File: src/uvs_pkg.sv
// Shared types, constants and arithmetic helpers for the UV sphere mesh generator.
// No dependencies; the files that use it refer to it by scoped names.
package uvs_pkg;

    // CORDIC set-up: rotations, gain in Q2.30, datapath widths
    localparam int CORDIC_STEPS = 20;
    localparam int STEP_W       = $clog2(CORDIC_STEPS);
    localparam int XY_W         = 34;
    localparam int Z_W          = 33;
    localparam logic signed [XY_W-1:0] CORDIC_GAIN = 34'sd652032874;

    localparam logic signed [15:0] UNIT_Q14 = 16'sd16384;

    // Configuration register indexes and reset values
    localparam logic [1:0] REG_DIAMETER = 2'd0;
    localparam logic [1:0] REG_LAT_DIV  = 2'd1;
    localparam logic [1:0] REG_LON_DIV  = 2'd2;

    localparam logic [15:0] DIAMETER_RESET = 16'd256;
    localparam logic [8:0]  LAT_DIV_RESET  = 9'd8;
    localparam logic [8:0]  LON_DIV_RESET  = 9'd8;

    localparam logic KIND_VERTEX = 1'b0;
    localparam logic KIND_TRI    = 1'b1;

    typedef enum logic [1:0] {
        PH_NORTH,
        PH_RING,
        PH_SOUTH,
        PH_TRI
    } phase_t;

    typedef enum logic [2:0] {
        ST_IDLE,
        ST_DIV,
        ST_ROT,
        ST_MULN,
        ST_NORM,
        ST_MULP,
        ST_EMIT
    } state_t;

    // Controller to datapath
    typedef struct packed {
        logic div_start;
        logic rot_start;
        logic load_pole;
        logic south;
        logic mul_norm;
        logic load_norm;
        logic mul_pos;
        logic emit;
        logic emit_tri;
        logic last;
    } dp_cmd_t;

    // Datapath to controller
    typedef struct packed {
        logic div_done;
        logic rot_done;
        logic slot_free;
    } dp_stat_t;

    // atan(2^-k) as a fraction of a 32-bit turn
    function automatic logic [31:0] atan_turn(input logic [STEP_W-1:0] k);
        logic [31:0] a;
        case (k)
            5'd0:    a = 32'd536870912;
            5'd1:    a = 32'd316933406;
            5'd2:    a = 32'd167458907;
            5'd3:    a = 32'd85004756;
            5'd4:    a = 32'd42667331;
            5'd5:    a = 32'd21354465;
            5'd6:    a = 32'd10679838;
            5'd7:    a = 32'd5340245;
            5'd8:    a = 32'd2670163;
            5'd9:    a = 32'd1335087;
            5'd10:   a = 32'd667544;
            5'd11:   a = 32'd333772;
            5'd12:   a = 32'd166886;
            5'd13:   a = 32'd83443;
            5'd14:   a = 32'd41722;
            5'd15:   a = 32'd20861;
            5'd16:   a = 32'd10430;
            5'd17:   a = 32'd5215;
            5'd18:   a = 32'd2608;
            5'd19:   a = 32'd1304;
            default: a = 32'd0;
        endcase
        return a;
    endfunction

    // Right shift by n, rounding half away from zero
    function automatic logic signed [39:0] round_away(input logic signed [39:0] v,
                                                      input int unsigned n);
        logic signed [39:0] half;
        logic signed [39:0] mag;
        logic signed [39:0] r;
        half = 40'sd1 <<< (n - 1);
        mag  = v[39] ? -v : v;
        r    = (mag + half) >>> n;
        return v[39] ? -r : r;
    endfunction

    function automatic logic signed [15:0] clamp_unit(input logic signed [39:0] v);
        logic signed [15:0] r;
        if (v > 40'sd16384)
            r = UNIT_Q14;
        else if (v < -40'sd16384)
            r = -UNIT_Q14;
        else
            r = v[15:0];
        return r;
    endfunction

endpackage

File: src/uvs_if.sv
// Handshake channels of the UV sphere mesh generator: request, element and config write.
// Depends on nothing.
interface uvs_req_if;
    logic valid;
    logic ready;
    logic restart;

    modport source (output valid, output restart, input ready);
    modport sink   (input valid, input restart, output ready);
endinterface


interface uvs_cfg_if;
    logic        valid;
    logic        ready;
    logic [1:0]  index;
    logic [15:0] data;

    modport source (output valid, output index, output data, input ready);
    modport sink   (input valid, input index, input data, output ready);
endinterface

File: src/uvs_ctrl.sv
// Sequencer: configuration registers, mesh position counters and the state machine
// that drives the vertex datapath. Depends on uvs_pkg and uvs_if.
module uvs_ctrl #(
    parameter int MAX_DIVISIONS = 256,
    localparam int DIV_W        = $clog2(MAX_DIVISIONS + 1)
) (
    input  logic              clk,
    input  logic              rst_n,
    uvs_req_if.sink           req,
    uvs_cfg_if.sink           cfg,
    output uvs_pkg::dp_cmd_t  cmd,
    input  uvs_pkg::dp_stat_t stat,
    output logic [DIV_W-1:0]  col_op,
    output logic [DIV_W-1:0]  band_op,
    output logic [DIV_W-1:0]  lon_op,
    output logic [DIV_W-1:0]  lat_op,
    output logic [15:0]       diameter_op,
    output logic [15:0]       corner_a_op,
    output logic [15:0]       corner_b_op,
    output logic [15:0]       corner_c_op
);
    localparam int COL_W = DIV_W + 1;
    localparam int CMP_W = (DIV_W > 9) ? DIV_W : 9;
    localparam int LV_W  = 2 * DIV_W + 1;

    logic [15:0] diameter_reg;
    logic [8:0]  lat_div_reg;
    logic [8:0]  lon_div_reg;

    uvs_pkg::state_t state_reg, state_next;
    uvs_pkg::phase_t phase_reg, phase_next;
    logic [DIV_W-1:0] band_reg, band_next;
    logic [COL_W-1:0] col_reg, col_next;
    logic [15:0]      ring_reg, ring_next;

    logic        tri_reg;
    logic        last_reg, last_next;
    logic [15:0] a_reg, a_next;
    logic [15:0] b_reg, b_next;
    logic [15:0] c_reg, c_next;

    logic             accept;
    logic [DIV_W-1:0] lat_n, lon_n;
    logic [CMP_W-1:0] lat_wide, lon_wide;
    logic [15:0]      last_vertex;
    logic [LV_W-1:0]  lv_full;

    uvs_pkg::phase_t  eph;
    logic [DIV_W-1:0] eband;
    logic [COL_W-1:0] ecol;
    logic [15:0]      ering;

    // clamped division counts
    always_comb
    begin
        lat_wide = CMP_W'(lat_div_reg);
        lon_wide = CMP_W'(lon_div_reg);
        if (lat_wide < CMP_W'(2))
            lat_n = DIV_W'(2);
        else if (lat_wide > CMP_W'(MAX_DIVISIONS))
            lat_n = DIV_W'(MAX_DIVISIONS);
        else
            lat_n = lat_wide[DIV_W-1:0];
        if (lon_wide < CMP_W'(3))
            lon_n = DIV_W'(3);
        else if (lon_wide > CMP_W'(MAX_DIVISIONS))
            lon_n = DIV_W'(MAX_DIVISIONS);
        else
            lon_n = lon_wide[DIV_W-1:0];
        lv_full     = LV_W'(lat_n - 1'b1) * LV_W'(lon_n);
        last_vertex = 16'(lv_full + 1'b1);
    end

    assign accept = req.valid && req.ready;

    // restart takes effect before the item is stepped
    assign eph   = req.restart ? uvs_pkg::PH_NORTH : phase_reg;
    assign eband = req.restart ? '0 : band_reg;
    assign ecol  = req.restart ? '0 : col_reg;
    assign ering = req.restart ? 16'd1 : ring_reg;

    // mesh stepping
    always_comb
    begin
        logic [COL_W:0]   col_inc;
        logic [COL_W:0]   lon_cmp;
        logic [COL_W:0]   lon2_cmp;
        logic [DIV_W:0]   band_inc;
        logic             cap;
        logic             south;
        logic             row_end;
        logic [DIV_W-1:0] qcol;
        logic [DIV_W-1:0] nxt;
        logic [15:0]      p16, q16, r16, t16;

        phase_next = eph;
        band_next  = eband;
        col_next   = ecol;
        ring_next  = ering;
        a_next     = '0;
        b_next     = '0;
        c_next     = '0;
        last_next  = 1'b0;

        col_inc  = (COL_W + 1)'(ecol) + 1'b1;
        lon_cmp  = (COL_W + 1)'(lon_n);
        lon2_cmp = (COL_W + 1)'({lon_n, 1'b0});
        band_inc = (DIV_W + 1)'(eband) + 1'b1;
        cap      = (eband == '0) || (eband >= lat_n - 1'b1);
        south    = eband != '0;
        row_end  = col_inc >= lon_cmp;
        qcol     = ecol[COL_W-1:1];
        nxt      = '0;
        p16      = '0;
        q16      = '0;
        r16      = '0;
        t16      = '0;

        case (eph)
            uvs_pkg::PH_NORTH:
            begin
                phase_next = uvs_pkg::PH_RING;
                band_next  = DIV_W'(1);
                col_next   = '0;
            end
            uvs_pkg::PH_RING:
            begin
                if (row_end)
                begin
                    col_next  = '0;
                    band_next = band_inc[DIV_W-1:0];
                    if (band_inc >= (DIV_W + 1)'(lat_n))
                        phase_next = uvs_pkg::PH_SOUTH;
                end
                else
                    col_next = col_inc[COL_W-1:0];
            end
            uvs_pkg::PH_SOUTH:
            begin
                phase_next = uvs_pkg::PH_TRI;
                band_next  = '0;
                col_next   = '0;
                ring_next  = 16'd1;
            end
            uvs_pkg::PH_TRI:
            begin
                if (cap)
                begin
                    nxt = row_end ? '0 : col_inc[DIV_W-1:0];
                    p16 = 16'(nxt) + ering;
                    q16 = 16'(ecol) + ering;
                    if (!south)
                    begin
                        a_next = q16;
                        b_next = p16;
                        c_next = '0;
                    end
                    else
                    begin
                        a_next    = p16;
                        b_next    = q16;
                        c_next    = last_vertex;
                        last_next = row_end;
                    end
                    col_next = col_inc[COL_W-1:0];
                    if (row_end)
                    begin
                        if (south)
                        begin
                            // end of mesh: back to the north pole
                            phase_next = uvs_pkg::PH_NORTH;
                            band_next  = '0;
                            col_next   = '0;
                            ring_next  = 16'd1;
                        end
                        else
                        begin
                            col_next  = '0;
                            band_next = band_inc[DIV_W-1:0];
                        end
                    end
                end
                else
                begin
                    nxt = ((DIV_W + 1)'(qcol) + 1'b1 >= (DIV_W + 1)'(lon_n))
                          ? '0 : DIV_W'(qcol + 1'b1);
                    p16 = 16'(nxt) + ering;
                    q16 = 16'(qcol) + ering;
                    r16 = q16 + 16'(lon_n);
                    t16 = p16 + 16'(lon_n);
                    if (!ecol[0])
                    begin
                        a_next = p16;
                        b_next = q16;
                        c_next = r16;
                    end
                    else
                    begin
                        a_next = r16;
                        b_next = t16;
                        c_next = p16;
                    end
                    if (col_inc >= lon2_cmp)
                    begin
                        col_next  = '0;
                        band_next = band_inc[DIV_W-1:0];
                        ring_next = ering + 16'(lon_n);
                    end
                    else
                        col_next = col_inc[COL_W-1:0];
                end
            end
            default:
            begin
                phase_next = uvs_pkg::PH_NORTH;
            end
        endcase
    end

    // next state
    always_comb
    begin
        state_next = state_reg;
        case (state_reg)
            uvs_pkg::ST_IDLE:
            begin
                if (accept)
                begin
                    if (eph == uvs_pkg::PH_RING)
                        state_next = uvs_pkg::ST_DIV;
                    else if (eph == uvs_pkg::PH_TRI)
                        state_next = uvs_pkg::ST_EMIT;
                    else
                        state_next = uvs_pkg::ST_MULP;
                end
            end
            uvs_pkg::ST_DIV:
                if (stat.div_done)
                    state_next = uvs_pkg::ST_ROT;
            uvs_pkg::ST_ROT:
                if (stat.rot_done)
                    state_next = uvs_pkg::ST_MULN;
            uvs_pkg::ST_MULN:
                state_next = uvs_pkg::ST_NORM;
            uvs_pkg::ST_NORM:
                state_next = uvs_pkg::ST_MULP;
            uvs_pkg::ST_MULP:
                state_next = uvs_pkg::ST_EMIT;
            uvs_pkg::ST_EMIT:
                if (stat.slot_free)
                    state_next = uvs_pkg::ST_IDLE;
            default:
                state_next = uvs_pkg::ST_IDLE;
        endcase
    end

    // outputs
    always_comb
    begin
        req.ready     = state_reg == uvs_pkg::ST_IDLE;
        cmd.div_start = accept && eph == uvs_pkg::PH_RING;
        cmd.load_pole = accept && (eph == uvs_pkg::PH_NORTH || eph == uvs_pkg::PH_SOUTH);
        cmd.south     = eph == uvs_pkg::PH_SOUTH;
        cmd.rot_start = state_reg == uvs_pkg::ST_DIV && stat.div_done;
        cmd.mul_norm  = state_reg == uvs_pkg::ST_MULN;
        cmd.load_norm = state_reg == uvs_pkg::ST_NORM;
        cmd.mul_pos   = state_reg == uvs_pkg::ST_MULP;
        cmd.emit      = state_reg == uvs_pkg::ST_EMIT && stat.slot_free;
        cmd.emit_tri  = tri_reg;
        cmd.last      = last_reg;
    end

    assign cfg.ready   = 1'b1;
    assign col_op      = ecol[DIV_W-1:0];
    assign band_op     = eband;
    assign lon_op      = lon_n;
    assign lat_op      = lat_n;
    assign diameter_op = diameter_reg;
    assign corner_a_op = a_reg;
    assign corner_b_op = b_reg;
    assign corner_c_op = c_reg;

    always_ff @(posedge clk or negedge rst_n)
    begin
        if (!rst_n)
        begin
            diameter_reg <= uvs_pkg::DIAMETER_RESET;
            lat_div_reg  <= uvs_pkg::LAT_DIV_RESET;
            lon_div_reg  <= uvs_pkg::LON_DIV_RESET;
        end
        else if (cfg.valid && cfg.ready)
        begin
            case (cfg.index)
                uvs_pkg::REG_DIAMETER: diameter_reg <= cfg.data;
                uvs_pkg::REG_LAT_DIV:  lat_div_reg  <= cfg.data[8:0];
                uvs_pkg::REG_LON_DIV:  lon_div_reg  <= cfg.data[8:0];
                default: ;
            endcase
        end
    end

    always_ff @(posedge clk or negedge rst_n)
    begin
        if (!rst_n)
        begin
            state_reg <= uvs_pkg::ST_IDLE;
            phase_reg <= uvs_pkg::PH_NORTH;
            band_reg  <= '0;
            col_reg   <= '0;
            ring_reg  <= 16'd1;
            tri_reg   <= 1'b0;
            last_reg  <= 1'b0;
        end
        else
        begin
            state_reg <= state_next;
            if (accept)
            begin
                phase_reg <= phase_next;
                band_reg  <= band_next;
                col_reg   <= col_next;
                ring_reg  <= ring_next;
                tri_reg   <= eph == uvs_pkg::PH_TRI;
                last_reg  <= last_next;
            end
        end
    end

    always_ff @(posedge clk)
    begin
        if (accept)
        begin
            a_reg <= a_next;
            b_reg <= b_next;
            c_reg <= c_next;
        end
    end

    a_accept_busy: assert property (@(posedge clk) disable iff (!rst_n)
        accept |=> state_reg != uvs_pkg::ST_IDLE)
        else $error("accepted item did not start work");

    a_restart_north: assert property (@(posedge clk) disable iff (!rst_n)
        (accept && req.restart) |=> phase_reg == uvs_pkg::PH_RING)
        else $error("restart did not emit the north pole");

endmodule
File: src/flat_wrapper.sv
// flat-port wrapper written by rule: the top's interface ports become plain ports
module uvs_ctrl_flat 
#(
    parameter int MAX_DIVISIONS = 256,
    localparam int DIV_W        = $clog2(MAX_DIVISIONS + 1)
)
  (clk, rst_n, cmd, stat, col_op, band_op, lon_op, lat_op, diameter_op, corner_a_op, corner_b_op, corner_c_op, req_valid, req_restart, req_ready, cfg_valid, cfg_index, cfg_data, cfg_ready);
  uvs_req_if req_i ();
  uvs_cfg_if cfg_i ();
  input  logic clk;
  input  logic rst_n;
  output uvs_pkg::dp_cmd_t cmd;
  input  uvs_pkg::dp_stat_t stat;
  output logic [DIV_W-1:0] col_op;
  output logic [DIV_W-1:0] band_op;
  output logic [DIV_W-1:0] lon_op;
  output logic [DIV_W-1:0] lat_op;
  output logic [15:0] diameter_op;
  output logic [15:0] corner_a_op;
  output logic [15:0] corner_b_op;
  output logic [15:0] corner_c_op;
  input wire logic [$bits(req_i.valid)-1:0] req_valid;
  input wire logic [$bits(req_i.restart)-1:0] req_restart;
  output wire logic [$bits(req_i.ready)-1:0] req_ready;
  input wire logic [$bits(cfg_i.valid)-1:0] cfg_valid;
  input wire logic [$bits(cfg_i.index)-1:0] cfg_index;
  input wire logic [$bits(cfg_i.data)-1:0] cfg_data;
  output wire logic [$bits(cfg_i.ready)-1:0] cfg_ready;
  assign req_i.valid = req_valid;
  assign req_i.restart = req_restart;
  assign req_ready = req_i.ready;
  assign cfg_i.valid = cfg_valid;
  assign cfg_i.index = cfg_index;
  assign cfg_i.data = cfg_data;
  assign cfg_ready = cfg_i.ready;
  uvs_ctrl #(.MAX_DIVISIONS(MAX_DIVISIONS)) u_core (.clk(clk), .rst_n(rst_n), .req(req_i), .cfg(cfg_i), .cmd(cmd), .stat(stat), .col_op(col_op), .band_op(band_op), .lon_op(lon_op), .lat_op(lat_op), .diameter_op(diameter_op), .corner_a_op(corner_a_op), .corner_b_op(corner_b_op), .corner_c_op(corner_c_op));
endmodule
File: config.mk
export PLATFORM = sky130hd
export DESIGN_NAME = uvs_ctrl_flat
export DESIGN_NICKNAME = d
export VERILOG_FILES = /design/src/uvs_pkg.sv /design/src/uvs_if.sv /design/src/uvs_ctrl.sv /design/src/flat_wrapper.sv
export SDC_FILE = /design/constraint.sdc
export NUM_CORES = 1
export LEC_CHECK = 0
export ABC_AREA = 0
export BUFFER_PORTS_ARGS = -buffer_cell sky130_fd_sc_hd__buf_2
export CORE_ASPECT_RATIO = 0.75
export CORE_UTILIZATION = 45
export DETAILED_ROUTE_END_ITERATION = 6
export PLACE_DENSITY = 0.69
export SLEW_MARGIN = 20
export SYNTH_ARGS = -nofsm -noshare
export SYNTH_HDL_FRONTEND = slang
export SYNTH_SLANG_ARGS = --single-unit
File: constraint.sdc
create_clock -name clk -period 6.35 [get_ports clk]
set_clock_uncertainty 0.2 [all_clocks]
set_input_delay 0.9525 -clock clk [delete_from_list [all_inputs] [get_ports clk]]
set_output_delay 0.9525 -clock clk [all_outputs]
set_load 0.02 [all_outputs]
After elaboration in Yosys (flattened, before gate mapping)
Index checks and enable logic that the tools add are counted.
Word-level totals
  output and inout bits: 112
  bits in read-only memories: 0
  bits in registers: 124
  memories kept: 0
  logic and storage cells: 119
  bits of input ports: 26
  memory bits (writable): 0
  latch bits: 0
Cells by class
  bitwise gates (word level): 0
  add/sub/neg operators: 14
  equal/unequal tests: 15
  reductions and logical operators: 17
  div/mod/pow operators: 0
  $mul: 1
  muxes and demuxes: 50
  order comparisons: 9
  shift operators: 0
Operators with widths (number)
  16-bit 2-to-1 mux: 14
  9-bit 2-to-1 mux: 12
  16-bit by 9-bit adder with 16-bit output: 3
  9-bit by 16-bit adder with 16-bit output: 3
  10-bit 2-to-1 mux: 4
  9-bit case mux with 4 select lines: 1
  16-bit case mux with 2 select lines: 1
  10-bit case mux with 3 select lines: 1
  3-bit case mux with 7 select lines: 1
  9-bit by 1-bit adder with 10-bit output, second input constant: 2
  10-bit by 9-bit >= comparator with 1-bit output: 2
  19-bit by 9-bit multiplier with 16-bit output: 1
  9-bit > comparator, second input constant: 2
  9-bit by 2-bit less-than comparator with 1-bit output, second input constant: 2
  10-bit by 16-bit adder with 16-bit output: 1
  16-bit by 1-bit adder with 16-bit output, second input constant: 1
  3-bit 2-to-1 mux: 5
  2-bit 2-to-1 mux: 7
  10-bit by 1-bit adder with 11-bit output, second input constant: 1
  11-bit by 10-bit >= comparator with 1-bit output: 1
  11-bit by 9-bit >= comparator with 1-bit output: 1
  9-bit by 1-bit subtractor with 10-bit output, second input constant: 1
  9-bit by 1-bit adder with 9-bit output, second input constant: 1
  3-bit == test, second input constant: 3
  other kinds (18): 35

Depth between registers and ports, before layout
  depth in word-level cells: 9
  mapped depth: 29
  mapped depth without buffers: 29

Least setup slack after synthesis
OpenSTA, ideal clock, no wires.
  path type: input -> register
  start: input req_restart
  end: register u_core.b_reg[15] (netlist: u_core.corner_b_op[15]), data pin
  library setup time: 0.167 ns
  arrival: 6.487 ns
  slack: -0.504 ns
  stages: 27
  data required time: 5.983 ns
  cells stage by stage: buf_2 buf_2 nor2b_1 ha_1 nand4b_1 nor2_1 nand3_1 xnor2_1 ha_1 a21oi_1 o21ai_0 a41o_1 or2_2 fa_1 nor2b_1 o2111ai_1 nand3_1 a21o_1 a21oi_1 xor2_1 inv_1 ha_1 a21o_1 a31o_1 and4b_1 xor2_1 a211oi_1
Between the ends
  word-level cells in the longest chain between the ends: 8
  elaborated cells on any way between the ends: 24
  those cells by class: add/sub: 8; order compare: 3; eq/ne: 1; mux: 9; reduce/logical: 3
Ends and longest elaborated chain
  start: declaration: RTL line flat_wrapper.sv:23  | input wire logic [$bits(req_i.restart)-1:0] req_restart;
  10-bit 2-to-1 mux *: RTL line uvs_ctrl.sv:79  | assign ecol = req.restart ? '0 : col_reg;
  net col_op[1]: RTL line flat_wrapper.sv:14  | output logic [DIV_W-1:0] col_op;
  9-bit by 1-bit adder with 10-bit output: RTL line uvs_ctrl.sv:185  | nxt = ((DIV_W + 1)'(qcol) + 1'b1 >= (DIV_W + 1)'(lon_n))
  10-bit by 9-bit >= comparator with 1-bit output: RTL line uvs_ctrl.sv:185
  9-bit 2-to-1 mux: RTL line uvs_ctrl.sv:186  | ? '0 : DIV_W'(qcol + 1'b1);
  9-bit by 16-bit adder with 16-bit output: RTL line uvs_ctrl.sv:187  | p16 = 16'(nxt) + ering;
  16-bit by 9-bit adder with 16-bit output: RTL line uvs_ctrl.sv:190  | t16 = p16 + 16'(lon_n);
  16-bit 2-to-1 mux: RTL line uvs_ctrl.sv:191  | if (!ecol[0])
  16-bit 2-to-1 mux *: RTL line uvs_ctrl.sv:147  | if (cap)
  end signal: assignment: RTL line uvs_ctrl.sv:334  | b_reg <= b_next;
  end: declaration: RTL line uvs_ctrl.sv:39  | logic [15:0] b_reg, b_next;
Mark *: on every way through the listed nets, which the timed path passes. The rest lies on a longest branch.
A chain may end at the register's enable or synchronous reset.

Worst setup path in the final report
  start: register u_core.lat_div_reg[5]
  end: register u_core.c_reg[12] (netlist: u_core.corner_c_op[12]), data pin
Between the ends
  word-level cells in the longest chain between the ends: 8
  elaborated cells on any way between the ends: 12
  those cells by class: add/sub: 3; mul: 1; order compare: 3; mux: 4; reduce/logical: 1
Ends and longest elaborated chain
  start: declaration: RTL line uvs_ctrl.sv:27  | logic [8:0] lat_div_reg;
  start signal: assignment: RTL line uvs_ctrl.sv:288  | lat_div_reg <= uvs_pkg::LAT_DIV_RESET;
  start signal: assignment: RTL line uvs_ctrl.sv:295  | uvs_pkg::REG_LAT_DIV: lat_div_reg <= cfg.data[8:0];
  9-bit > comparator: RTL line uvs_ctrl.sv:60  | else if (lat_wide > CMP_W'(MAX_DIVISIONS))
  9-bit 2-to-1 mux: RTL line uvs_ctrl.sv:60
  9-bit 2-to-1 mux *: RTL line uvs_ctrl.sv:58  | if (lat_wide < CMP_W'(2))
  9-bit by 1-bit subtractor with 10-bit output: RTL line uvs_ctrl.sv:70  | lv_full = LV_W'(lat_n - 1'b1) * LV_W'(lon_n);
  19-bit by 9-bit multiplier with 16-bit output: RTL line uvs_ctrl.sv:70
  16-bit by 1-bit adder with 16-bit output: RTL line uvs_ctrl.sv:71  | last_vertex = 16'(lv_full + 1'b1);
  16-bit 2-to-1 mux: RTL line uvs_ctrl.sv:152  | if (!south)
  16-bit 2-to-1 mux *: RTL line uvs_ctrl.sv:147
  end signal: assignment: RTL line uvs_ctrl.sv:335  | c_reg <= c_next;
  end: declaration: RTL line uvs_ctrl.sv:40  | logic [15:0] c_reg, c_next;
Mark *: on every way between the ends. The rest lies on a longest branch, timed or not.

==> flow_metrics.env <==
export IMPL_cts_sinks=124
export IMPL_setup_tns_ns=0
export IMPL_grt_use_total_pct=31.0
export IMPL_async_reset_ff_share_pct=61.3
export IMPL_clockBufferDepth=2
export IMPL_yosys_top_cells_count="nand2_1, nor2_1, inv_1"
export IMPL_setup_worst_path_start_class="flip-flop"
export IMPL_status="finished, final reports clean"
export IMPL_arrival_ns=6.22
export IMPL_initial_core_util_pct=45.9
export IMPL_switching_share_pct=49.2
export IMPL_combinationalPowerShare_pct=73.1
export IMPL_cts_buffers=17
export IMPL_total_power_mw=8.00
export IMPL_drive_above_1_share_pct=26.1
export IMPL_dpl_hpwl_um=39500
export IMPL_final_util_pct=56.7
export IMPL_min_from="u_core.ring_reg[0]"
export IMPL_io_pins=138
export IMPL_crit_fanout=5
export IMPL_yosysWarningCount=0
export IMPL_syn_area_per_cell_um2=8.54
export IMPL_clockPowerShare_pct=13.0
export IMPL_max_freq_ghz=0.160
export IMPL_insertedDiodeCount=0
export IMPL_path_clk_slew_ns=0.07
export IMPL_dieArea_mm2=0.0326
export IMPL_synth_area_leaders="dfrtp_1, ha_1, edfxtp_1"
export IMPL_vias=14100
export IMPL_cap_violations=0
export IMPL_cts_tree="yes"
export IMPL_netSwitchingPower_mw=3.93
export IMPL_final_area_mm2=0.0178
export IMPL_fin_crit_sh_pct=98.2
export IMPL_synth_edf_count=48
export IMPL_postCtsHoldBufs=0
export IMPL_dr_pass1_iters=6
export IMPL_hold_slack_ns=0.267
export IMPL_detail_route_wl_per_cell_um=21.3
export IMPL_post_place_ws_ns=-0.435
export IMPL_crit_path_end_kind="flip-flop"
export IMPL_worst_slack_ns=0.117
export IMPL_die_w_um=208
export IMPL_relSlewSlack_pct=47.7
export IMPL_finalWeightedCongestion=1.02
export IMPL_antenna_found_initial=0
export IMPL_worstPathRequired_ns=6.33
export IMPL_synth_area_mm2=0.0144
export IMPL_grt_max_degree=77
export IMPL_finalMaxSlewViolations=0
export IMPL_synthCells=1682
export IMPL_rsz0062_at_grt="yes"
export IMPL_placementRows=56
export IMPL_ir_worst_vdd_mv=0.549
export IMPL_ys_ff_latch=124
export IMPL_power_frac_seq_pct=13.8
export IMPL_critPathKind="reg2reg"
export IMPL_routed_wl_um=50400
export IMPL_rr_startpoint="u_core.lat_div_reg[5]"
export IMPL_synth_top_cell_by_area="dfrtp_1"
export IMPL_yosysMostFrequentCell="nand2_1"
export IMPL_syn_to_final_growth_pct=23.6
export IMPL_hold_class="reg2reg"
export IMPL_final_cells=2372
export IMPL_drt_iter0_drc=1477
export IMPL_via_per_inst=5.95
export IMPL_use_met1_pct=46.0
export IMPL_ant_nets=0
export IMPL_p_leak_nw=8.33
export IMPL_synth_top_area_share_pct=12.5
export IMPL_grt_busiest_layer="met1"
export IMPL_dp_cells=2328
export IMPL_setup_viol=0
export IMPL_first_global_vias=13200
export IMPL_worstMarginPinSlew_ns=0.780
export IMPL_yosysSeqAreaShare_pct=23.3
export IMPL_yosysUniqueCellTypes=101
export IMPL_critPathLaunch="u_core.lat_div_reg[5]"
export IMPL_clk_insertion_delay_late_ns=0.45
export IMPL_htree_levels=4
export IMPL_synthFlopType="dfrtp_1"
export IMPL_root_buffer="clkbuf_16"
export IMPL_drc=0
export IMPL_use_met3_pct=7.34
export IMPL_grtUsageMet2_pct=43.8
export IMPL_die_height_um=157
export IMPL_min_period_ns=6.23
export IMPL_nets=2187
export IMPL_grt_pass1_wl_um=76800
export IMPL_io_buffers=136
export IMPL_core_area_mm2=0.0313
export IMPL_p_int_mw=4.06
export IMPL_timing_hold_violations_final=0
export IMPL_placedInstanceArea_mm2=0.0166
export IMPL_power_density_mw_per_mm2=450
export IMPL_grt_overflow=0
[power by group through the flow]
| stage | Clock [mW] | Combinational (mW) | Sequential [mW] |
|---|---|---|---|
| global placement | 0 | 4.78 | 1.11 |
| finish | 1.04 | 5.85 | 1.11 |
| floorplan | 0 | 3.17 | 1.16 |
| global route | 1.09 | 6.37 | 1.12 |
| detailed placement | 0 | 4.87 | 1.12 |
| CTS | 1.06 | 5.16 | 1.10 |
[path summary, 6_finish.rpt]
path	slack (ns)	cells after the start	to
worst min register to register	0.27	2	u_core.ring_reg[0]
min in group asynchronous	0.31	1	u_core.state_reg[2]
worst min-delay path	0.27	2	u_core.ring_reg[0]
max in group asynchronous	5.09	1	u_core.lon_div_reg[1]
worst max register to register	0.12	22	u_core.corner_c_op[12]
worst max-delay path	0.12	22	u_core.corner_c_op[12]
[logic make-up (layout without fill, tap and decap cells)]
group                      count (synthesis)  count (layout)  share of synthesized area (%)
muxes                                     44              44                           3.48
buffers and inverters                    218             491                           6.06
adders and majority gates                210             210                           21.9
xor gates and xnor gates                 121             121                           7.48
other                                      2              13                         0.0523
DFF                                      124             124                           23.3
AOI/OAI and AO/OA                        407             407                           19.4
and+or+nand+nor                          556             556                           18.2
[repair_timing]
item | in CTS | in global routing
gates resized for setup | 20 | 89
endpoints found under the setup margin | 5 | 16
pin swaps | 12 | 55
buffers inserted | 7 | 6
[metal layers]
layer	share of wire, %	routed length, um
met1	46	23000
met2	40	20400
met4	2.7	1350
met5	0	0
met3	11	5700
[placed cells by master, fill, tap and decap left out, types with 21 or more instances in the layout]
master	n
nor2b_1	41
buf_2	135
nor2_1	147
xnor2_1	65
nand2_1	172
inv_1	138
edfxtp_1	48
a21o_1	32
ha_1	125
a21oi_1	84
nand3_1	34
mux2_2	35
dfrtp_1	72
buf_4	160
nand2b_1	22
xor2_1	48
fa_1	64
o21ai_0	70
o21ai_1	21
nor3_1	29
[final cells by class]
cell class	count	area, um2
fillers	2826	13600
flip-flops and latches	124	3350
clock inverters	15	188
inverters	156	593
repair buffers	303	1980
well taps	406	508
clock buffers	17	425
multi-input cells	1351	10700
[critical path, cell delays in order (launching register included)]
cell	delay, ns
dfrtp_1	0.40
nor4_2	0.32
nand2b_1	0.19
o311ai_4	0.33
buf_6	0.16
nand3_4	0.09
xnor2_4	0.33
clkinv_4	0.13
buf_4	0.16
nor2_4	0.09
fa_1	0.45
fa_2	0.43
fa_1	0.49
inv_1	0.05
fa_1	0.53
inv_1	0.06
ha_4	0.23
and3_4	0.15
a311oi_4	0.30
buf_4	0.16
xnor2_2	0.09
a222oi_1	0.48
nor2_1	0.12
No activity file was read; power rests on OpenSTA's default activity.
